`src/hdl/cks_pkg.sv`:
```
// Shared types and constants for the cross-kernel sharpen stream.
// No dependencies; used by every module of the block.
package cks_pkg;

  // configuration register indexes
  localparam int CFG_IDX_W  = 2;
  localparam int CFG_DATA_W = 16;
  localparam logic [CFG_IDX_W-1:0] REG_IMAGE_WIDTH   = 2'd0;
  localparam logic [CFG_IDX_W-1:0] REG_IMAGE_HEIGHT  = 2'd1;
  localparam logic [CFG_IDX_W-1:0] REG_CHANNEL_COUNT = 2'd2;

  localparam int WREG_W = 12;
  localparam int ROW_W  = 16;
  localparam int CHAN_W = 3;
  localparam int PIX_W  = 8;

  localparam logic [WREG_W-1:0] WIDTH_RST   = 12'd640;
  localparam logic [ROW_W-1:0]  HEIGHT_RST  = 16'd480;
  localparam logic [CHAN_W-1:0] CHANNEL_RST = 3'd1;

  localparam int KERNEL_GAIN = 5;

  // result queue
  localparam int FIFO_DEPTH = 8;
  localparam int FIFO_PW    = 3;
  localparam int FIFO_CW    = 4;

  // per-sample flags carried from the address stage to the kernel stage
  typedef struct packed {
    logic row_nz;
    logic border;
    logic last_row;
    logic last_col;
  } tag_t;

  typedef struct packed {
    logic [PIX_W-1:0] pixel;
    logic             run_last;
    logic             frame_end;
  } res_t;

endpackage

```
`src/hdl/cks_out_fifo.sv`:
```
// Result queue taking up to two beats a cycle, with input-side flow control.
// Depends on cks_pkg for the result struct and queue sizes.
module cks_out_fifo (
  input  logic                      clk,
  input  logic                      rst,
  input  logic [1:0]                push_cnt,
  input  cks_pkg::res_t             res0,
  input  cks_pkg::res_t             res1,
  input  logic                      pending,
  output logic                      room,
  output logic                      out_valid,
  input  logic                      out_stall,
  output logic [cks_pkg::PIX_W-1:0] pixel_out,
  output logic                      run_last,
  output logic                      frame_end
);

  localparam int PW = cks_pkg::FIFO_PW;
  localparam int CW = cks_pkg::FIFO_CW;

  cks_pkg::res_t  q [cks_pkg::FIFO_DEPTH];
  logic [PW-1:0]  wr_ptr;
  logic [PW-1:0]  rd_ptr;
  logic [CW-1:0]  count;
  logic           pop;
  cks_pkg::res_t  head;
  logic [CW:0]    need;

  assign pop       = out_valid && !out_stall;
  assign out_valid = count != '0;
  assign head      = q[rd_ptr];
  assign pixel_out = head.pixel;
  assign run_last  = head.run_last;
  assign frame_end = head.frame_end;

  // reserve two beats for the sample in the kernel stage and two for a new one
  assign need = (CW+1)'(count) + (pending ? (CW+1)'(2) : '0) + (CW+1)'(2);
  assign room = need <= (CW+1)'(cks_pkg::FIFO_DEPTH);

  always_ff @(posedge clk) begin
    if (push_cnt != 2'd0) begin
      q[wr_ptr] <= res0;
    end
    if (push_cnt == 2'd2) begin
      q[wr_ptr + PW'(1)] <= res1;
    end
  end

  always_ff @(posedge clk) begin
    if (rst) begin
      wr_ptr <= '0;
      rd_ptr <= '0;
      count  <= '0;
    end else begin
      wr_ptr <= wr_ptr + PW'(push_cnt);
      if (pop) begin
        rd_ptr <= rd_ptr + PW'(1);
      end
      count <= count + CW'(push_cnt) - CW'(pop);
    end
  end

`ifndef ASSERT_OFF
  a_no_overflow: assert property (@(posedge clk) disable iff (rst)
    ((CW+1)'(count) + (CW+1)'(push_cnt) <= (CW+1)'(cks_pkg::FIFO_DEPTH)))
    else $error("result queue overflow");

  a_count_track: assert property (@(posedge clk) disable iff (rst)
    !$past(rst) |-> count == $past(count) + CW'($past(push_cnt)) - CW'($past(pop)))
    else $error("result queue count out of step");
`endif

endmodule

```
`config.mk`:
```
export PLATFORM = sky130hd
export DESIGN_NAME = cks_out_fifo
export DESIGN_NICKNAME = d
export VERILOG_FILES = /design/src/hdl/cks_pkg.sv /design/src/hdl/cks_out_fifo.sv
export SDC_FILE = /design/constraint.sdc
export NUM_CORES = 1
export LEC_CHECK = 0
export ABC_AREA = 0
export BUFFER_PORTS_ARGS = -buffer_cell sky130_fd_sc_hd__buf_2
export CAP_MARGIN = 20
export CORE_MARGIN = 4
export CORE_UTILIZATION = 50
export CTS_CLUSTER_DIAMETER = 30
export DETAILED_ROUTE_END_ITERATION = 7
export HOLD_SLACK_MARGIN = 0.03
export PLACE_DENSITY = 0.65
export RECOVER_POWER = 25
export REMOVE_ABC_BUFFERS = 1
export SLEW_MARGIN = 20
export SYNTH_ARGS = -nofsm -noshare
export SYNTH_HDL_FRONTEND = slang
export SYNTH_SLANG_ARGS = --single-unit
```
`constraint.sdc`:
```
create_clock -name clk -period 2.95 [get_ports clk]
set_input_delay 0.59 -clock clk [delete_from_list [all_inputs] [get_ports clk]]
set_output_delay 0.59 -clock clk [all_outputs]
set_load 0.02 [all_outputs]
```
==> run_results.csv <==
group,metric,value,unit
floorplan,core,9284,sq um
pwr,switching_share,0.2908,
worst_setup_path,critPathMaxFanout,11,
synthesis,netlist_instances,303,
detailed_routing,viasPerCell,5.602,
place,place_hpwl,6696,um
floorplan,start_util,0.5185,
worst_setup_path,crit_end,"q[3][0]",
clock_network,holdBufCountCts,0,
status,status,"finished clean",
global_route,grt_max_degree,21,
worst_setup_path,worstSetupStartpoint,"wr_ptr[1]",
worst_setup_path,critPathArrivalTime,2.60,ns
worst_setup_path,critPathLaunchType,"flop",
global_route,grt_util_all_layers,0.1983,
timing,drv_slew,0,
timing,slew_headroom,0.4182,
detailed_routing,vias,2756,
worst_setup_path,worst-r2r-setup-slack,0.39,ns
pwr,p_per_area,624.3,nW/um^2
place,place.gp.congestion,0.8196,
worst_setup_path,path_class,"reg -> reg",
worst_setup_path,r2r-end,"q[3][0]",
timing,hold_viol,0,
clock_network,cts_buffers,9,
synthesis,avgSynthCellArea,15.89,sq um
worst_setup_path,r2r-start,"wr_ptr[1]",
hold_path,hold_class,"reg -> reg",
floorplan,dieHeight,106.1,um
timing,period_minus_slack,2.559,ns
detailed_routing,wl_per_cell,21.50,um
clock_network,post_cts_buffers,0,
synthesis,netlist_area,4813,sq um
worst_setup_path,ff2ff_path_depth,6,
synthesis,ys_seq_elements,93,
place,port_buffers,37,
clock_network,cts_resized,0,
timing,worst_pin_slew,0.8728,ns
detailed_routing,drt_iter0_markers,174,
pwr,p_leak,1.901,nW
global_route,overflow,0,
pwr,clock_power_share,0.248,
pwr,power_frac_comb,0.264,
detailed_routing,postRouteAntennaNets,0,
pwr,vdd_drop_max,229.2,uV
worst_setup_path,endpoint_kind,"flop",
pwr,power_frac_seq,0.488,
clock_network,cts_root_buffer,"clkbuf_8",
clock_network,htree_levels,3,
clock_network,clk_latency,0.35,ns
timing,timing.final.crit_share,0.8675,
detailed_routing,wirelength,10580,um
timing,tns,0,ns
clock_network,cts_tree,"yes",
timing,rsz0062_at_grt,"false",
timing,finalSetupViolCount,0,
finish,area_delta_synth_final,12.79,%
finish,utilization,0.5848,
pwr,p_int,0.002404,W
timing,setup_ws,0.3910,ns
floorplan,rows,35,
finish,drive_gt1_frac,0.5096,
detailed_routing,drc,0,
detailed_routing,dr.pass1.iters,4,
pwr,switching_power,0.0009856,W
finish,fin_nets,398,
floorplan,io_pins,38,
synthesis,yosysSeqAreaShare,0.5532,
global_route,grt_pass1_vias,2885,
clock_network,clk_pin_slew_worst_paths,0.09,ns
flow_run,drv_cap,0,
timing,skew,0.007849,ns
clock_network,cts_num_sinks,93,
synthesis,synth_cell_types,34,
timing,worst_hold_slack,0.5261,ns
place,dpl_worst_slack,0.4483,ns
floorplan,die_x,106.1,um
worst_setup_path,crit_required,2.99,ns
clock_network,clockBufferDepth,2,
finish,antenna_cells,0,
global_route,grt_pass1_wl,16630,um
synthesis,ys_warn_count,0,
floorplan,dieArea,11260,sq um
timing,fmax,0.3908,GHz
global_route,antenna_found_initial,0,
==> metal layers <==
layer / part of all wire / track usage
met5: 0 / 0
met2: 0.48 / 0.3149
met1: 0.47 / 0.2887
met4: 0.0089 / 0.05365
met3: 0.044 / 0.02611
==> kinds of logic after synthesis <==
group	after synthesis	synth area share
buf+inv	26	0.02521
flops	93	0.5532
mux	110	0.3041
fa+ha+maj	14	0.03951
compound gates	23	0.02755
simple gates	33	0.04003
xor+xnor	4	0.01040
==> cell usage in the layout, fill, tap and decap left out, types with 2 or more instances in the layout <==
cell,n
o21ai_1,2
dfxtp_1,13
mux2_2,90
buf_4,13
inv_1,13
nor2_1,4
edfxtp_1,80
fa_1,2
xnor2_1,2
a21oi_1,8
nand2b_1,3
buf_2,37
o21ai_0,6
nor2_2,2
nor3b_1,2
o22ai_1,2
o31ai_2,2
nand2_1,9
clkbuf_8,11
or3_1,3
nand3_1,3
mux4_2,20
nor2b_1,3
clkbuf_1,6
ha_1,12
==> layout make-up <==
cell class / count / area (sq um)
inverters: 13 / 48.80
flip-flops and latches: 93 / 2663
multi-input cells: 184 / 2032
clock inverters: 3 / 17.52
clock buffers: 13 / 180.2
well taps: 129 / 161.4
fillers: 778 / 3855
repair buffers: 57 / 326.6
==> worst max-delay path, cell delays in order, from the launching register on <==
cell	delay [ns]
dfxtp_1	0.49
ha_1	0.28
xnor2_1	0.17
nand3_1	0.13
clkbuf_1	0.66
o21ai_0	0.18
clkbuf_2	0.33
==> flip-flops by register name (all words and copies together) (netlist names), named ones only <==
signal and cells:
rd_ptr 3, count 4, wr_ptr 3, q 80
==> cells in the mapped netlist <==
| master | n | area [sq um] |
|---|---|---|
| mux2_2 | 90 | 1013 |
| edfxtp_1 | 80 | 2402 |
| mux4_2 | 20 | 450.4 |
| dfxtp_1 | 13 | 260.3 |
| inv_1 | 13 | 48.80 |
| ha_1 | 12 | 150.1 |
| nand2_1 | 9 | 33.78 |
| a21oi_1 | 8 | 40.04 |
| o21ai_0 | 8 | 40.04 |
| buf_2 | 7 | 35.03 |
| nor2_1 | 4 | 15.01 |
| clkbuf_1 | 3 | 11.26 |
| nand2b_1 | 3 | 18.77 |
| nand3_1 | 3 | 15.01 |
| nor2b_1 | 3 | 18.77 |
| or3_1 | 3 | 18.77 |
| buf_6 | 2 | 22.52 |
| fa_1 | 2 | 40.04 |
| nor2_2 | 2 | 12.51 |
| nor3b_1 | 2 | 15.01 |
| o22ai_1 | 2 | 12.51 |
| o31ai_1 | 2 | 15.01 |
| a31o_2 | 1 | 8.760 |
| and4bb_2 | 1 | 12.51 |
| buf_1 | 1 | 3.750 |
| nand4b_1 | 1 | 8.760 |
| nor4b_2 | 1 | 15.01 |
| o21bai_1 | 1 | 7.510 |
| o41ai_1 | 1 | 8.760 |
| or3b_2 | 1 | 8.760 |
| xnor2_1 | 1 | 8.760 |
| xnor2_2 | 1 | 16.27 |
| xor2_1 | 1 | 8.760 |
| xor2_2 | 1 | 16.27 |
==> through the flow <==
stage | total power (W) | std cells | instance area (sq um)
global placement | 0.002587 | 476 | 5260
global route | 0.003584 | 492 | 5429
finish | 0.003389 | 492 | 5429
detailed placement | 0.002606 | 476 | 5260
CTS | 0.003435 | 492 | 5458
floorplan | 0.002284 | 290 | 4741
==> how the worst min path moves through the flow <==
stage / slack (ns) / from / cells after the start / to
after floorplan: 0.47 / rd_ptr[2] / 2 / flop
after global placement: 0.49 / rd_ptr[2] / 2 / rd_ptr[2]
after detailed placement: 0.51 / rd_ptr[2] / 2 / rd_ptr[2]
after CTS: 0.52 / rd_ptr[1] / 2 / rd_ptr[1]
after global routing: 0.56 / rd_ptr[1] / 2 / rd_ptr[1]
final: 0.53 / rd_ptr[2] / 2 / rd_ptr[2]
==> power by group through the flow <==
| stage | registers (W) | logic (W) | clock network [W] |
|---|---|---|---|
| 6_report | 0.00166 | 0.000895 | 0.000839 |
| 2_1_floorplan | 0.00168 | 0.000606 | 0 |
| 3_5_place_dp | 0.00169 | 0.000919 | 0 |
| 3_3_place_gp | 0.00168 | 0.000904 | 0 |
| 5_1_grt | 0.00167 | 0.000997 | 0.000915 |
| 4_1_cts | 0.00166 | 0.000925 | 0.000853 |
Power figures use the tool's default switching activity.
