[src/hdl/cks_pkg.sv]
// Shared types and constants for the cross-kernel sharpen stream.
// No dependencies; used by every module of the block.
package cks_pkg;

  // configuration register indexes
  localparam int CFG_IDX_W  = 2;
  localparam int CFG_DATA_W = 16;
  localparam logic [CFG_IDX_W-1:0] REG_IMAGE_WIDTH   = 2'd0;
  localparam logic [CFG_IDX_W-1:0] REG_IMAGE_HEIGHT  = 2'd1;
  localparam logic [CFG_IDX_W-1:0] REG_CHANNEL_COUNT = 2'd2;

  localparam int WREG_W = 12;
  localparam int ROW_W  = 16;
  localparam int CHAN_W = 3;
  localparam int PIX_W  = 8;

  localparam logic [WREG_W-1:0] WIDTH_RST   = 12'd640;
  localparam logic [ROW_W-1:0]  HEIGHT_RST  = 16'd480;
  localparam logic [CHAN_W-1:0] CHANNEL_RST = 3'd1;

  localparam int KERNEL_GAIN = 5;

  // result queue
  localparam int FIFO_DEPTH = 8;
  localparam int FIFO_PW    = 3;
  localparam int FIFO_CW    = 4;

  // per-sample flags carried from the address stage to the kernel stage
  typedef struct packed {
    logic row_nz;
    logic border;
    logic last_row;
    logic last_col;
  } tag_t;

  typedef struct packed {
    logic [PIX_W-1:0] pixel;
    logic             run_last;
    logic             frame_end;
  } res_t;

endpackage

[src/hdl/cks_kernel.sv]
// Kernel stage: left-neighbour window, cross mask with saturation, result beats.
// Depends on cks_pkg for the tag and result structs.
module cks_kernel #(
  parameter int MAX_CHANNELS = 4
) (
  input  logic                       clk,
  input  logic                       rst,
  input  logic                       s1_valid,
  input  cks_pkg::tag_t              s1_tag,
  input  logic [cks_pkg::PIX_W-1:0]  s1_down,
  input  logic [cks_pkg::PIX_W-1:0]  centre,
  input  logic [cks_pkg::PIX_W-1:0]  right,
  input  logic [cks_pkg::PIX_W-1:0]  up,
  input  logic [cks_pkg::CHAN_W-1:0] eff_ch,
  output logic [1:0]                 push_cnt,
  output cks_pkg::res_t              res0,
  output cks_pkg::res_t              res1
);

  localparam int SW = 11;

  // centre-row delay line; tap eff_ch-1 is the same channel one pixel left
  logic [cks_pkg::PIX_W-1:0] win [MAX_CHANNELS];
  logic [cks_pkg::PIX_W-1:0] left;
  logic [SW-1:0]             gain_sum;
  logic [SW-1:0]             nbr_sum;
  logic [SW-1:0]             diff;
  logic [cks_pkg::PIX_W-1:0] sharp;

  always_comb begin
    left = '0;
    for (int k = 0; k < MAX_CHANNELS; k++) begin
      if (cks_pkg::CHAN_W'(k + 1) == eff_ch) begin
        left = win[k];
      end
    end
  end

  always_ff @(posedge clk) begin
    if (rst) begin
      for (int k = 0; k < MAX_CHANNELS; k++) begin
        win[k] <= '0;
      end
    end else if (s1_valid && s1_tag.row_nz) begin
      for (int k = MAX_CHANNELS - 1; k > 0; k--) begin
        if (cks_pkg::CHAN_W'(k) < eff_ch) begin
          win[k] <= win[k-1];
        end
      end
      win[0] <= centre;
    end
  end

  always_comb begin
    gain_sum = SW'(centre) * SW'(cks_pkg::KERNEL_GAIN);
    nbr_sum  = SW'(left) + SW'(right) + SW'(up) + SW'(s1_down);
    diff     = gain_sum - nbr_sum;
    if (gain_sum < nbr_sum) begin
      sharp = '0;
    end else if (diff > SW'(255)) begin
      sharp = '1;
    end else begin
      sharp = diff[cks_pkg::PIX_W-1:0];
    end

    res0.pixel     = s1_tag.border ? '0 : sharp;
    res0.run_last  = !s1_tag.last_row;
    res0.frame_end = 1'b0;
    // last row also emits its own border result
    res1.pixel     = '0;
    res1.run_last  = 1'b1;
    res1.frame_end = s1_tag.last_col;

    if (!s1_valid || !s1_tag.row_nz) begin
      push_cnt = 2'd0;
    end else if (s1_tag.last_row) begin
      push_cnt = 2'd2;
    end else begin
      push_cnt = 2'd1;
    end
  end

endmodule

[config.mk]
export PLATFORM = sky130hd
export DESIGN_NAME = cks_kernel
export DESIGN_NICKNAME = d
export VERILOG_FILES = /design/src/hdl/cks_pkg.sv /design/src/hdl/cks_kernel.sv
export SDC_FILE = /design/constraint.sdc
export NUM_CORES = 1
export LEC_CHECK = 0
export ABC_AREA = 1
export BUFFER_PORTS_ARGS = -buffer_cell sky130_fd_sc_hd__buf_2
export CAP_MARGIN = 30
export CORE_UTILIZATION = 43
export DETAILED_ROUTE_END_ITERATION = 12
export SETUP_SLACK_MARGIN = 0.05
export SLEW_MARGIN = 30
export SYNTH_ARGS = -nofsm -noshare
export SYNTH_HDL_FRONTEND = slang
export SYNTH_SLANG_ARGS = --single-unit
[constraint.sdc]
create_clock -name clk -period 7.92 [get_ports clk]
set_input_delay 1.584 -clock clk [delete_from_list [all_inputs] [get_ports clk]]
set_output_delay 1.584 -clock clk [all_outputs]
set_load 0.05 [all_outputs]
==> flow_metrics.env, run 1 <==
export IMPL_avgSynthCellArea_um2=7.894
export IMPL_max_freq_ghz=0.1343
export IMPL_endpoint_kind="output port"
export IMPL_crit_fanout=8
export IMPL_fp_coreArea_um2=7331
export IMPL_yosysSeqAreaShare=0.2919
export IMPL_final_fill_count=718
export IMPL_grt_max_degree=11
export IMPL_largest_reg_flops=32
export IMPL_drc=0
export IMPL_io_pins=64
export IMPL_fp_row_count=31
export IMPL_drtIter0Drc=73
export IMPL_min_period_ns=7.446
export IMPL_synth_area_top_cells="edfxtp_1, ha_1, inv_1"
export IMPL_yosysTopAreaCell="edfxtp_1"
export IMPL_yosysTopAreaCellShare=0.2919
export IMPL_finalSetupViolCount=0
export IMPL_num_vias=2647
export IMPL_fin_nets=564
export IMPL_grt_antenna_before_repair=0
export IMPL_reg_top3="win: 32 flops"
export IMPL_dp_hpwl_um=5786
export IMPL_startpoint="eff_ch[2]"
export IMPL_antenna_left=0
export IMPL_grt_pass1_wl_um=10800
export IMPL_die_y_um=89.50
export IMPL_cts_num_sinks=32
export IMPL_skew_ns=0.003285
export IMPL_ir_drop_v=0.0002580
export IMPL_yosysWarnings=0
export IMPL_routed_via_density=4.628
export IMPL_hold_start="win[1][2]$_SDFFCE_PN0P_"
export IMPL_status="complete, no violations"
export IMPL_rsz0062_at_grt="false"
export IMPL_holdBufCountCts=0
export IMPL_finalHoldViolations=0
export IMPL_multi_input_area_um2=1886
export IMPL_powerDensity_nw_per_um2=299.2
export IMPL_path_class="in -> out"
export IMPL_n_antenna_cell=0
export IMPL_syn_instance_count=417
export IMPL_insertion_delay_ns=0.28
export IMPL_path_clk_slew_ns=0.06
export IMPL_slew_limit_headroom=0.4876
export IMPL_cts_root_buf="clkbuf_8"
export IMPL_cts_max_level=2
export IMPL_cts_tree="done"
export IMPL_leakage_nw=1.979
export IMPL_max_cap_viol_count=0
export IMPL_cts_buffers_inserted=5
export IMPL_critPathArrivalTime_ns=5.86
export IMPL_worst_pin_slew_ns=0.7634
export IMPL_die_area_um2=8009
export IMPL_clk_path_buf_depth=2
export IMPL_critPathLaunchType="input pin"
export IMPL_holdCritPathClass="reg -> reg"
export IMPL_grt_pass1_vias=2403
export IMPL_top_register="win"
export IMPL_p_total_mw=1.116
export IMPL_final_util=0.5090
export IMPL_required_ns=6.34
export IMPL_tns_ns=0
export IMPL_final_max_slew_viol_count=0
export IMPL_grtUsageTotal=0.1807
export IMPL_syn_area_um2=3292
export IMPL_yosys_cell_types_count=30
export IMPL_grt_ovfl_total=0
export IMPL_cts_resized=0
export IMPL_first_pass_iters=4
export IMPL_seq_area_um2=960.9
export IMPL_min_period_over_period=0.9402
export IMPL_drive_above_1_share=0.1543
export IMPL_drt_total_wl_um=6754
export IMPL_start_util=0.4491
export IMPL_die_w_um=89.50
export IMPL_wire_per_inst_um=11.81
export IMPL_syn_to_final_growth_pct=13.34
export IMPL_ys_ff_latch=32
export IMPL_port_buffers=51
export IMPL_cts_setup_buffers=0
export IMPL_reg2reg_from="win[0][4]$_SDFFCE_PN0P_"
export IMPL_place_congestion=0.8298
-- cells in the final DEF, fill, tap and decap left out, drive strengths merged --
cell,synthesis,routed
o22ai,2,2
a21boi,1,1
clkbuf,0,6
o21ai,6,6
xnor2,9,9
nand2,74,74
inv,105,105
fa,18,18
xor2,7,7
bufinv,0,1
o221ai,3,3
conb,2,10
a21oi,25,25
nor3,1,1
buf,11,51
nand4,2,2
o211ai,5,5
a31oi,1,1
nand3b,1,1
o21bai,2,2
ha,32,32
nor2,59,59
edfxtp,32,32
clkinv,1,2
nand3,18,18
-- final timing paths --
check	cells past startpoint	to	slack, ns
max	28	res0[3]	0.47
min	2	win[2][2]$_SDFFCE_PN0P_	0.56
max reg2reg	2	win[1][4]$_SDFFCE_PN0P_	7.14
min reg2reg	2	win[2][2]$_SDFFCE_PN0P_	0.56
-- final cells by class --
class                           instances  area share
Sequential cell                        32      0.2575
Clock buffer                            6     0.01945
Clock inverter                          2    0.009390
Inverter                              106      0.1066
Timing Repair Buffer                   51     0.06841
Tap cell                               99     0.03320
Multi-Input combinational cell        276      0.5054
-- cells in the mapped netlist --
library cell and n:
a21boi_0 1, nor3_2 1, nand2_2 4, nor2_1 54, a31oi_1 1, inv_1 103
o22ai_1 2, o221ai_1 3, a21oi_4 1, a21oi_1 24, nand4_1 2, o21bai_1 2
o21ai_0 6, buf_4 11, clkinv_1 1, inv_2 2, o211ai_1 5, nand3b_1 1
nor2_8 1, xor2_1 7, nor2_2 3, fa_1 18, nor2_4 1, nand3_2 2
xnor2_1 9, conb_1 2, edfxtp_1 32, ha_1 32, nand3_1 16, nand2_1 70
-- worst max-delay path, stage by stage --
cell	delay (ns)
buf_2	0.12
nor2_1	0.10
inv_1	0.09
nor2_1	0.17
inv_1	0.15
o211ai_1	0.27
fa_1	0.47
ha_1	0.24
fa_1	0.41
nand3_1	0.10
nand2_1	0.08
a21oi_1	0.13
o21bai_1	0.11
nand2_1	0.08
nand2_1	0.05
a21oi_1	0.23
ha_1	0.34
nand2_1	0.11
inv_1	0.04
a21oi_1	0.18
nand3_2	0.11
nand2_1	0.09
inv_2	0.04
nor2_4	0.16
nand3_1	0.10
nand2_1	0.06
inv_1	0.04
buf_2	0.20
-- logic make-up after synthesis --
group,Yosys count,synth area share
xor+xnor,16,0.04257
other cells,2,0.002281
flops,32,0.2919
simple gates,155,0.2037
compound gates,45,0.08248
buf+inv,117,0.1460
fa+ha+maj,50,0.2311
-- routing by layer --
layer / global-route usage / vias to the layer above / wire length (um) / share of wire
met5: 0 / - / 0 / 0
met4: 0.05916 / 0 / 50 / 0.0074
met3: 0.02955 / 6 / 352 / 0.052
met2: 0.2991 / 66 / 3099 / 0.46
met1: 0.2412 / 1194 / 3252 / 0.48
li1: - / 1381 / - / -
-- stage by stage --
step	std cells	cell area (um^2)	worst slack (ns)	hold WS [ns]
floorplan	425	3322	1.175	0.5284
global placement	564	3618	0.4508	0.5409
CTS	572	3726	0.3947	0.5657
global route	572	3731	0.07616	0.5898
finish	572	3731	0.4735	0.5571
detailed placement	564	3618	0.3951	0.5453
-- where the power goes --
part	total (mW)	switching (mW)	leakage, nW	internal, mW
clock network	0.152	0.0584	0.0552	0.0932
registers	0.201	0.00334	0.335	0.198
logic	0.764	0.501	1.59	0.262
(Power assumes the default switching activity.)
==> run 2: changes to the inputs <==
--- a/constraint.sdc
+++ b/constraint.sdc
@@ -3,2 +3,2 @@
 set_output_delay 1.584 -clock clk [all_outputs]
-set_load 0.05 [all_outputs]
+set_load 0.01 [all_outputs]
==> run 2 against run 1 <==
Combinational power down 11%. Global-route usage fell by 0.15 points. Core utilization shrank 0.38 points. Power fell by 11%. Critical path depth did not move. Flip-flop and latch count unchanged. Critical endpoint is now res0[2]. Hold slack gained 0.0027 ns. Clock skew rose by 0.0037 ns. Register-to-register slack about the same. Sequential share of layout area is 0.19 points higher. Sequential power is essentially flat.
==> flow_metrics.env, run 2 (synthesis results as in run 1) <==
export IMPL_status="complete, no violations"
export IMPL_min_period_ns=7.492
export IMPL_max_cap_viol_count=0
export IMPL_grtUsageTotal=0.1792
export IMPL_grt_max_degree=10
export IMPL_slew_limit_headroom=0.4892
export IMPL_fp_row_count=31
export IMPL_endpoint_kind="output port"
export IMPL_n_antenna_cell=0
export IMPL_reg2reg_to="win[1][3]$_SDFFCE_PN0P_"
export IMPL_drtIter0Drc=90
export IMPL_drt_total_wl_um=6619
export IMPL_fp_coreArea_um2=7331
export IMPL_die_w_um=89.50
export IMPL_die_area_um2=8009
export IMPL_critPathArrivalTime_ns=5.91
export IMPL_hold_slack_ns=0.5597
export IMPL_port_buffers=51
export IMPL_insertion_delay_ns=0.28
export IMPL_multi_input_area_um2=1886
export IMPL_holdCritPathClass="reg -> reg"
export IMPL_start_util=0.4491
export IMPL_final_fill_count=742
export IMPL_cts_tree="done"
export IMPL_stdcell_count=572
export IMPL_seq_area_um2=960.9
export IMPL_wire_per_inst_um=11.57
export IMPL_critPathLaunchType="input pin"
export IMPL_num_vias=2658
export IMPL_min_period_over_period=0.9460
export IMPL_tns_ns=0
export IMPL_die_y_um=89.50
export IMPL_cts_num_sinks=32
export IMPL_cts_setup_buffers=0
export IMPL_stdcell_area_um2=3704
export IMPL_placed_area_um2=3618
export IMPL_fin_nets=564
export IMPL_routed_via_density=4.647
export IMPL_reg2reg_from="win[0][3]$_SDFFCE_PN0P_"
export IMPL_drive_above_1_share=0.1501
export IMPL_path_clk_slew_ns=0.06
export IMPL_reg_top3="win: 32 flops"
export IMPL_final_common_cell="inv_1"
export IMPL_grt_pass1_vias=2400
export IMPL_hold_start="win[1][2]$_SDFFCE_PN0P_"
export IMPL_powerDensity_nw_per_um2=269.5
export IMPL_skew_ns=0.006954
export IMPL_antenna_left=0
export IMPL_required_ns=6.34
export IMPL_most_common_layout_cells="inv_1, nand2_1, nor2_1"
export IMPL_hold_depth=2
export IMPL_leakage_nw=1.964
export IMPL_syn_to_final_growth_pct=12.50
export IMPL_max_freq_ghz=0.1335
export IMPL_io_pins=64
export IMPL_largest_reg_flops=32
export IMPL_final_util=0.5052
export IMPL_grt_pass1_wl_um=10830
export IMPL_rsz0062_at_grt="false"
export IMPL_finalHoldViolations=0
export IMPL_clk_path_buf_depth=2
export IMPL_final_max_slew_viol_count=0
export IMPL_drc=0
export IMPL_cts_root_buf="clkbuf_8"
export IMPL_grt_antenna_before_repair=0
export IMPL_holdPathEnd="win[2][2]$_SDFFCE_PN0P_"
export IMPL_path_class="in -> out"
export IMPL_reg2reg_slack_ns=7.14
export IMPL_crit_fanout=8
export IMPL_dp_cells=564
export IMPL_rr_worst_depth=2
export IMPL_cts_max_level=2
export IMPL_top_register="win"
export IMPL_dp_hpwl_um=5711
export IMPL_cts_buffers_inserted=5
export IMPL_finalSetupViolCount=0
export IMPL_place_congestion=0.8293
export IMPL_worst_pin_slew_ns=0.7610
export IMPL_ir_drop_v=0.0002702
export IMPL_grt_ovfl_total=0
export IMPL_first_pass_iters=5
==> run 2: worst max-delay path by stage <==
stage,slack (ns),end,start,depth (start not counted)
2_1_floorplan,1.35,res0[2],s1_down[1],24
4_1_cts,0.42,res0[2],eff_ch[2],29
6_report,0.43,res0[2],eff_ch[2],28
5_1_grt,0.10,res0[8],eff_ch[0],26
3_5_place_dp,0.42,res0[2],eff_ch[2],29
3_3_place_gp,0.52,res0[4],eff_ch[1],30
==> run 2: critical path, cell delays in order <==
cell and delay [ns]:
buf_2 0.12, nor2_1 0.11, inv_1 0.10, nor2_1 0.18, inv_1 0.15, o211ai_1 0.28
fa_1 0.47, ha_1 0.24, fa_1 0.41, nand3_1 0.10, nand2_1 0.08, a21oi_1 0.13
o21bai_1 0.11, nand2_1 0.08, nand2_1 0.05, a21oi_1 0.28, ha_1 0.36, nand2_1 0.12
inv_1 0.04, a21oi_1 0.17, nand3_2 0.11, nand2_1 0.09, inv_2 0.04, nor2_4 0.16
nand3_1 0.10, nand2_1 0.06, inv_1 0.04, buf_2 0.13
==> run 2: per-stage QoR <==
| stage | power [mW] | worst slack (ns) |
|---|---|---|
| finish | 0.9980 | 0.4278 |
| global route | 1.104 | 0.1015 |
| CTS | 1.003 | 0.4153 |
| detailed placement | 0.8818 | 0.4246 |
| global placement | 0.8803 | 0.5197 |
| floorplan | 0.7408 | 1.353 |
==> run 2: layout make-up <==
cell class,instances,share of cell area
inverters,106,0.1074
clock buffers,7,0.02061
flip-flops and latches,32,0.2595
well taps,99,0.03345
clock inverters,1,0.001014
multi-input cells,276,0.5091
repair buffers,51,0.06892
==> run 2: power by group <==
group / switching, mW / total (mW) / leakage [nW] / internal, mW
Combinational: 0.418 / 0.678 / 1.59 / 0.261
Sequential: 0.00332 / 0.201 / 0.335 / 0.198
Clock: 0.0574 / 0.118 / 0.0399 / 0.0611
Total: 0.478 / 0.998 / 1.96 / 0.520
==> run 2: timing repair <==
item | in CTS | in global routing
endpoints found under the setup margin | 0 | 2
gates resized for setup | 0 | 1
hold buffers | 0 | 0
==> run 2: routing by layer <==
layer / vias to the layer above / GRT usage / part of all wire
li1: 1388 / - / -
met1: 1190 / 0.2500 / 0.50
met2: 78 / 0.2963 / 0.46
met3: 2 / 0.02770 / 0.041
met4: 0 / 0.03463 / 0.0029
met5: - / 0 / 0
