<file path="src/hdl/cks_pkg.sv">
// Shared types and constants for the cross-kernel sharpen stream.
// No dependencies; used by every module of the block.
package cks_pkg;

  // configuration register indexes
  localparam int CFG_IDX_W  = 2;
  localparam int CFG_DATA_W = 16;
  localparam logic [CFG_IDX_W-1:0] REG_IMAGE_WIDTH   = 2'd0;
  localparam logic [CFG_IDX_W-1:0] REG_IMAGE_HEIGHT  = 2'd1;
  localparam logic [CFG_IDX_W-1:0] REG_CHANNEL_COUNT = 2'd2;

  localparam int WREG_W = 12;
  localparam int ROW_W  = 16;
  localparam int CHAN_W = 3;
  localparam int PIX_W  = 8;

  localparam logic [WREG_W-1:0] WIDTH_RST   = 12'd640;
  localparam logic [ROW_W-1:0]  HEIGHT_RST  = 16'd480;
  localparam logic [CHAN_W-1:0] CHANNEL_RST = 3'd1;

  localparam int KERNEL_GAIN = 5;

  // result queue
  localparam int FIFO_DEPTH = 8;
  localparam int FIFO_PW    = 3;
  localparam int FIFO_CW    = 4;

  // per-sample flags carried from the address stage to the kernel stage
  typedef struct packed {
    logic row_nz;
    logic border;
    logic last_row;
    logic last_col;
  } tag_t;

  typedef struct packed {
    logic [PIX_W-1:0] pixel;
    logic             run_last;
    logic             frame_end;
  } res_t;

endpackage

</file>
<file path="src/hdl/cks_ctrl.sv">
// Configuration registers, raster position tracking and the address stage.
// Depends on cks_pkg for register codes, widths and the tag struct.
module cks_ctrl #(
  parameter int MAX_WIDTH    = 2048,
  parameter int MAX_CHANNELS = 4,
  parameter int AW           = 13,
  parameter int LW           = 14
) (
  input  logic                          clk,
  input  logic                          rst,
  input  logic                          cfg_valid,
  input  logic                          cfg_ready,
  input  logic [cks_pkg::CFG_IDX_W-1:0] cfg_index,
  input  logic [cks_pkg::CFG_DATA_W-1:0] cfg_data,
  input  logic                          in_acc,
  input  logic [cks_pkg::PIX_W-1:0]     sample_in,
  output logic [AW-1:0]                 rd_x,
  output logic [AW-1:0]                 rd_right,
  output logic                          s1_valid,
  output cks_pkg::tag_t                 s1_tag,
  output logic [AW-1:0]                 s1_x,
  output logic [cks_pkg::PIX_W-1:0]     s1_down,
  output logic [cks_pkg::CHAN_W-1:0]    eff_ch
);

  localparam int WW  = $clog2(MAX_WIDTH + 1);
  localparam int WCW = (WW > cks_pkg::WREG_W) ? WW : cks_pkg::WREG_W;
  localparam int RW  = cks_pkg::ROW_W;

  logic [cks_pkg::WREG_W-1:0] cfg_width;
  logic [RW-1:0]              cfg_height;
  logic [cks_pkg::CHAN_W-1:0] cfg_chan;
  logic [AW-1:0]              pos;
  logic [RW-1:0]              row;

  logic [WCW-1:0] wext;
  logic [WCW-1:0] w_clamped;
  logic [WW-1:0]  eff_w;
  logic [RW-1:0]  eff_h;
  logic [LW-1:0]  len;
  logic           wrap;
  logic [RW:0]    row_inc;
  logic [RW-1:0]  r0;
  logic [AW-1:0]  x0;
  logic [LW-1:0]  x0_ext;
  logic [LW-1:0]  x_inc;
  logic [RW:0]    r_inc;
  logic [AW-1:0]  pos_next;
  logic [RW-1:0]  row_next;
  cks_pkg::tag_t  tag;

  always_ff @(posedge clk) begin
    if (rst) begin
      cfg_width  <= cks_pkg::WIDTH_RST;
      cfg_height <= cks_pkg::HEIGHT_RST;
      cfg_chan   <= cks_pkg::CHANNEL_RST;
    end else if (cfg_valid && cfg_ready) begin
      unique case (cfg_index)
        cks_pkg::REG_IMAGE_WIDTH:   cfg_width  <= cfg_data[cks_pkg::WREG_W-1:0];
        cks_pkg::REG_IMAGE_HEIGHT:  cfg_height <= cfg_data[RW-1:0];
        cks_pkg::REG_CHANNEL_COUNT: cfg_chan   <= cfg_data[cks_pkg::CHAN_W-1:0];
        default: ;
      endcase
    end
  end

  // effective geometry: out-of-range registers are clamped
  always_comb begin
    wext = WCW'(cfg_width);
    if (wext < WCW'(3)) begin
      w_clamped = WCW'(3);
    end else if (wext > WCW'(MAX_WIDTH)) begin
      w_clamped = WCW'(MAX_WIDTH);
    end else begin
      w_clamped = wext;
    end
    eff_w = WW'(w_clamped);

    if (cfg_chan == '0) begin
      eff_ch = cks_pkg::CHAN_W'(1);
    end else if (cfg_chan > cks_pkg::CHAN_W'(MAX_CHANNELS)) begin
      eff_ch = cks_pkg::CHAN_W'(MAX_CHANNELS);
    end else begin
      eff_ch = cfg_chan;
    end

    eff_h = (cfg_height < RW'(3)) ? RW'(3) : cfg_height;
    len   = LW'(eff_w) * LW'(eff_ch);
  end

  // position of this sample; a stale position past the row starts a new row
  always_comb begin
    wrap    = LW'(pos) >= len;
    row_inc = wrap ? ({1'b0, row} + (RW+1)'(1)) : {1'b0, row};
    r0      = (row_inc >= {1'b0, eff_h}) ? '0 : row_inc[RW-1:0];
    x0      = wrap ? '0 : pos;
    x0_ext  = LW'(x0);

    x_inc = x0_ext + LW'(1);
    r_inc = {1'b0, r0} + (RW+1)'(1);
    if (x_inc >= len) begin
      pos_next = '0;
      row_next = (r_inc >= {1'b0, eff_h}) ? '0 : r_inc[RW-1:0];
    end else begin
      pos_next = AW'(x_inc);
      row_next = r0;
    end

    tag.row_nz   = r0 != '0;
    tag.border   = (r0 == RW'(1)) || (x0_ext < LW'(eff_ch)) ||
                   (x0_ext >= len - LW'(eff_ch));
    tag.last_row = r0 == eff_h - RW'(1);
    tag.last_col = x0_ext == len - LW'(1);

    rd_x     = x0;
    rd_right = AW'(x0_ext + LW'(eff_ch));
  end

  always_ff @(posedge clk) begin
    if (rst) begin
      pos      <= '0;
      row      <= '0;
      s1_valid <= 1'b0;
    end else begin
      s1_valid <= in_acc;
      if (in_acc) begin
        pos <= pos_next;
        row <= row_next;
      end
    end
  end

  always_ff @(posedge clk) begin
    if (in_acc) begin
      s1_tag  <= tag;
      s1_x    <= x0;
      s1_down <= sample_in;
    end
  end

`ifndef ASSERT_OFF
  a_x_in_row: assert property (@(posedge clk) disable iff (rst)
    in_acc |-> (x0_ext < len && r0 < eff_h))
    else $error("sample position outside the image");

  a_stage_follows: assert property (@(posedge clk) disable iff (rst)
    in_acc |=> (s1_valid && s1_x == $past(x0)))
    else $error("accepted beat did not reach the kernel stage");
`endif

endmodule

</file>
<file path="config.mk">
export PLATFORM = sky130hd
export DESIGN_NAME = cks_ctrl
export DESIGN_NICKNAME = d
export VERILOG_FILES = /design/src/hdl/cks_pkg.sv /design/src/hdl/cks_ctrl.sv
export SDC_FILE = /design/constraint.sdc
export NUM_CORES = 1
export LEC_CHECK = 0
export BUFFER_PORTS_ARGS = -buffer_cell sky130_fd_sc_hd__buf_2
export CORE_UTILIZATION = 50
export DETAILED_ROUTE_END_ITERATION = 10
export PLACE_DENSITY_LB_ADDON = 0.08
export SYNTH_ARGS = -nofsm -noshare
export SYNTH_HDL_FRONTEND = slang
export SYNTH_SLANG_ARGS = --single-unit
</file>
<file path="constraint.sdc">
create_clock -name clk -period 13 [get_ports clk]
set_input_delay 1.3 -clock clk [delete_from_list [all_inputs] [get_ports clk]]
set_output_delay 1.3 -clock clk [all_outputs]
set_load 0.1 [all_outputs]
</file>
==> results of run 1 <==
-- logic make-up (layout without fill, tap and decap cells) --
group | Yosys count | count (layout)
adder cells (fa/ha/maj) | 113 | 113
flip-flops | 86 | 86
multiplexers | 9 | 9
buffers and inverters | 117 | 196
AO/OA/AOI/OAI | 223 | 223
AND/OR/NAND/NOR | 432 | 432
XOR/XNOR | 105 | 105
-- registers in the layout, summed over array words and instances (netlist names) --
name / flops
s1_valid: 1
cfg_height: 16
cfg_width: 12
s1_down: 8
row: 16
s1_tag: 4
cfg_chan: 3
s1_x: 13
pos: 13
-- routing by layer --
metal	vias up	track usage [%]	part of all wire [%]
met4	0	8.14	1.7
li1	4039	-	-
met2	305	46.3	45
met5	-	0	0
met1	3878	40.7	47
met3	32	5.06	6.7
-- synth_stat cells (8+ instances only) --
master	n
a22oi_1	9
nor3_1	37
xnor2_1	79
o211ai_1	8
ha_1	98
nand4_1	19
o21ai_0	17
nand2_1	156
a21oi_1	70
nor4_1	14
and2_1	23
edfxtp_1	25
a31oi_1	17
nor2_1	77
inv_1	77
a21o_1	17
and3_1	18
nand3_1	43
nor2b_1	9
fa_1	13
clkbuf_1	29
o2111ai_1	8
xor2_1	21
dfxtp_1	61
-- where the power goes --
| part | switching (uW) | total [uW] | internal [uW] | leakage (uW) |
|---|---|---|---|---|
| clock network | 119 | 256 | 137 | 0.000141 |
| registers | 6.35 | 291 | 284 | 0.000749 |
| logic | 120 | 168 | 47.6 | 0.00341 |
| total | 245 | 714 | 469 | 0.00430 |
-- stage by stage --
stage	worst slack (ns)	total power, uW	instances
2_1_floorplan	1.05	420	1085
3_3_place_gp	1.53	461	1368
3_5_place_dp	1.30	462	1368
4_1_cts	1.23	717	1384
5_1_grt	0.166	743	1384
6_report	1.13	714	1384
-- final cells by class --
cell class	instances	area, sq um
clock buffers	11	243
multi-input cells	882	6270
clock inverters	5	38.8
inverters	83	312
fillers	1599	7130
flip-flops and latches	86	1970
repair buffers	97	515
well taps	220	275
-- worst max path at each step --
stage / start / to / slack [ns] / cells after the start
2_1_floorplan: cfg_chan[2] / rd_right[12] / 1.05 / 34
3_3_place_gp: cfg_width[5] / row[2] / 1.53 / 46
3_5_place_dp: cfg_width[5] / row[2] / 1.30 / 45
4_1_cts: cfg_width[5] / row[2] / 1.23 / 45
5_1_grt: cfg_chan[2] / row[2] / 0.17 / 43
6_report: cfg_width[5] / row[2] / 1.13 / 45
-- worst register-to-register path, delay by kind of cell, from the launching register on --
kind / cells / cell delay (ns)
buffers and inverters: 3 / 0.30
flip-flops: 1 / 0.34
AND/OR/NAND/NOR: 13 / 2.90
adder cells (fa/ha/maj): 8 / 2.67
AO/OA/AOI/OAI: 18 / 4.74
XOR/XNOR: 3 / 0.84
==> results.txt, run 1 <==
Outcome - complete, no violations
Fraction of layout cells with a size suffix above 1 - 13.2%
RSZ-0062 raised after global routing - false
CP Data Required Time - 13.28 ns
Worst Max-Slew Pin Slew - 1.15 ns
Clk buf depth - 2
Most frequent CP cell - ha_1
CTS tree - built
Most frequent cells in the layout - nand2_1 (156), ha_1 (98), buf_2 (85)
Hold_buf cts - 0
Critical path class - register to register
Reg2reg setup slack - 1.13 ns
F_max - 0.0842 GHz
Critical path's slowest cell - a31oi_2
Register area share after synthesis - 22.7%
Clk sinks - 86
Syn nets - 1227
Fin Setup TNS - 0 ns
Post-synth EDFFs - 25
Antenna cells - 0
Largest net degree at the start of global routing - 56
Critical path fanouts, max - 12
PD cells - 74.2 nW/um^2
Layout area overhead - 10.7%
Top FF cell, synth - dfxtp_1
XOR/XNOR Fraction of Synth Area - 11.1%
Most area-hungry cell type in the Yosys netlist - ha_1
Hpwl dp - 19800 um
Detailed router's first-iteration violation count - 652
CP arrival - 12.15 ns
Max_cap viols - 0
Post-route cell area - 9630 sq um
Min-delay worst type - register to register
Mapped Area - 8700 sq um
WP buf/inv - 3
Placed Instance Area - 9350 sq um
Clk root buf - clkbuf_16
Chip Height - 134 um
Fin. max-slew vios - 0
Fin crit period - 11.87 ns
CP Launch Type - register
Commonest non-fill, non-tap cell in the layout - nand2_1
Main combinational cell family by area after synthesis - simple AND/OR/NAND/NOR gates
CP top delay family - compound AO/OA/AOI/OAI gates
Fin crit share - 91.3%
Total core area - 16800 sq um
Routed vias - 8254
Post-synth ARST share - 0%
Initial antenna violation count - 0
Cell depth of the worst hold path - 2
Via density - 5.96
Synth cell types - 85
DIE AREA - 17900 sq um
Syn Area/Cell - 8.01 sq um
Multiplexer share of the synthesized area - 1.08%
Post-CTS Setup Inserts - 0
RePlAce Congestion - 0.899
H-Tree Depth - 3
RR Startpoint - cfg_width[5]
Num CTS Buffers - 9
Clock latency on the worst-skew pair - 0.35 ns
Crit end category - register
IO Count - 86
Antenna-violating nets left - 0
Top post-synthesis cells by area - ha_1 (14%), dfxtp_1 (14%), edfxtp_1 (8.6%), xnor2_1 (8.0%), nand2_1 (6.7%)
Slew margin rel. - 23.0%
FP Rows - 47
Grt ovf - 0
Min-Delay Endpoint - cfg_height[0]
Total Routing Usage GR - 29.2%
Global-route wire length before repair - 41200 um
Number of gates resized after cts - 0
Setup-failing EPs final - 0
Min-delay src - cfg_height[0]
Final hold vios - 0
Final WL - 25300 um
Initial Util - 51.9%
Synth Area in Adders - 17.4%
Drt drc - 0
Worst Skew - 0.0101 ns
Post-route core utilization - 57.5%
Chip width - 134 um
Worst R2R End - row[2]
Synth top area share - 14.1%
Pre-antenna DRT Iters - 5
WL/cell - 18.3 um
Synth Register Bits - 86
Reg2reg path depth - 45
Number of global-route vias before repair - 7633
Simple-Gate Fraction of Synth Area - 24.1%
P_leak - 0.00430 uW
Max incr delay on CP - 0.74 ns
Compound-Gate Fraction of Synth Area - 18.5%
Input/output buffers - 85
Post-Synthesis Cells - 1085
Ys Warns - 0
Hold_ws - 0.473 ns
Final nets - 1301
Clk pin slew, worst setup/hold paths - 0.07 ns
Worst-case vdd ir drop - 0.0710 mV
Note: power is estimated with default switching activity, not from simulation.
==> run 2, diff against run 1 <==
Settings changed: CTS_BUF_LIST set to sky130_fd_sc_hd__clkbuf_4 sky130_fd_sc_hd__clkbuf_8 sky130_fd_sc_hd__clkbuf_16.
==> run 2 against run 1 <==
  * Fmax about the same
  * Clock power about the same
  * Power grew 0.41%
  * Non-clock buffer count unchanged
  * Hold slack barely moved
  * First-iteration DRC count is 5.2% higher
  * Via count fell by 0.45%
  * Register-to-register slack hardly changed
  * Combinational power is essentially flat
  * Cell count stayed put
  * Setup slack about the same
  * Critical path type unchanged
  * Largest power group unchanged
==> results.txt, run 2 (synthesized netlist as in run 1, its figures left out) <==
Critical path's slowest cell - a31oi_2
Outcome - complete, no violations
Int Power - 471 uW
RSZ-0062 raised after global routing - false
Post-route core utilization - 57.5%
Critical path class - register to register
Fin crit period - 11.87 ns
Worst-case vdd ir drop - 0.0664 mV
CP arrival - 12.15 ns
Clk pin slew, worst setup/hold paths - 0.07 ns
Post-route cell area - 9630 sq um
H-Tree Depth - 3
Number of global-route vias before repair - 7626
Antenna-violating nets left - 0
Most frequent CP cell - ha_1
Clock network power share - 36.1%
Number of gates resized after cts - 0
Placed Instance Area - 9350 sq um
WL/cell - 18.2 um
CP Data Required Time - 13.28 ns
Fin Setup TNS - 0 ns
Initial antenna violation count - 0
Most frequent cells in the layout - nand2_1 (156), ha_1 (98), buf_2 (85)
Total power - 717 uW
Clock latency on the worst-skew pair - 0.35 ns
Worst Slack Setup Final - 1.13 ns
Fin. max-slew vios - 0
Clk sinks - 86
Layout area overhead - 10.8%
Setup-failing EPs final - 0
Crit end category - register
DIE AREA - 17900 sq um
Num CTS Buffers - 9
Detailed router's first-iteration violation count - 686
CP Launch Type - register
Switching Share - 34.3%
Logic pwr share - 23.4%
Final hold vios - 0
Largest net degree at the start of global routing - 56
Worst setup slack after placement - 1.30 ns
Final nets - 1301
Global-route wire length before repair - 41200 um
Pre-antenna DRT Iters - 5
CTS tree - built
Clk root buf - clkbuf_16
Grt ovf - 0
RePlAce Congestion - 0.899
FP Rows - 47
Initial Util - 51.9%
Worst Max-Slew Pin Slew - 1.15 ns
Commonest non-fill, non-tap cell in the layout - nand2_1
Switch Pwr - 246 uW
Input/output buffers - 85
P_leak - 0.00430 uW
Slew margin rel. - 23.0%
Fin crit share - 91.3%
Final WL - 25200 um
Max_cap viols - 0
Chip Height - 134 um
Total Routing Usage GR - 29.2%
Hold_buf cts - 0
PD cells - 74.5 nW/um^2
Hpwl dp - 19800 um
Min-delay worst type - register to register
Fraction of layout cells with a size suffix above 1 - 13.3%
Worst Skew - 0.00936 ns
Drt drc - 0
Clk buf depth - 2
Via density - 5.94
Max incr delay on CP - 0.74 ns
Critical path fanouts, max - 12
Seq pwr share - 40.5%
Fill cells - 1596
Post-CTS Setup Inserts - 0
Antenna cells - 0
Largest regs - cfg_height x16, row x16
IO Count - 86
Total core area - 16800 sq um
Chip width - 134 um
F_max - 0.0842 GHz
Routed vias - 8217
==> run 2: changes by cell type in the layout (fill, tap and decap cells not counted) <==
cell      previous run  this run
clkbuf_1             1         0
clkbuf_4             0         1
==> run 2: worst paths after layout <==
kind	start	end	slack, ns	cells past startpoint
setup / recovery	cfg_width[5]	row[2]	1.13	45
hold / removal	cfg_height[0]	cfg_height[0]	0.47	2
setup reg to reg	cfg_width[5]	row[2]	1.13	45
hold reg to reg	cfg_height[0]	cfg_height[0]	0.47	2
==> run 2: cell type report <==
type	instances	area (sq um)	area share, %
Clock buffer	11	246	2.56
Sequential cell	86	1970	20.5
Tap cell	220	275	2.86
Inverter	83	312	3.23
Timing Repair Buffer	97	515	5.35
Clock inverter	5	38.8	0.403
Multi-Input combinational cell	882	6270	65.1
==> run 2: per-layer routing <==
metal | track usage [%] | share of wire, % | routed length [um] | vias up
li1 | - | - | - | 4042
met1 | 40.7 | 47 | 12000 | 3841
met2 | 46.3 | 44 | 11200 | 295
met3 | 5.06 | 6.3 | 1600 | 39
met4 | 8.14 | 1.8 | 449 | 0
met5 | 0 | 0 | 0 | -
==> run 2: through the flow <==
stage | hold slack [ns] | instances
floorplan | 0.437 | 1085
global placement | 0.461 | 1368
detailed placement | 0.464 | 1368
CTS | 0.474 | 1384
global route | 0.486 | 1384
finish | 0.473 | 1384
==> run 2: worst max-delay path, delay by kind of cell, from the launching register on <==
kind | cells | cell delay [ns]
adder cells (fa/ha/maj) | 8 | 2.67
AND/OR/NAND/NOR | 13 | 2.90
XOR/XNOR | 3 | 0.85
buffers and inverters | 3 | 0.30
flip-flops | 1 | 0.34
AO/OA/AOI/OAI | 18 | 4.73
==> run 2: power groups by stage <==
stage / Combinational [uW] / Sequential [uW] / Clock [uW]
finish: 168 / 290 / 259
global route: 181 / 291 / 273
CTS: 166 / 290 / 263
detailed placement: 166 / 296 / 0
global placement: 165 / 296 / 0
floorplan: 91.6 / 329 / 0
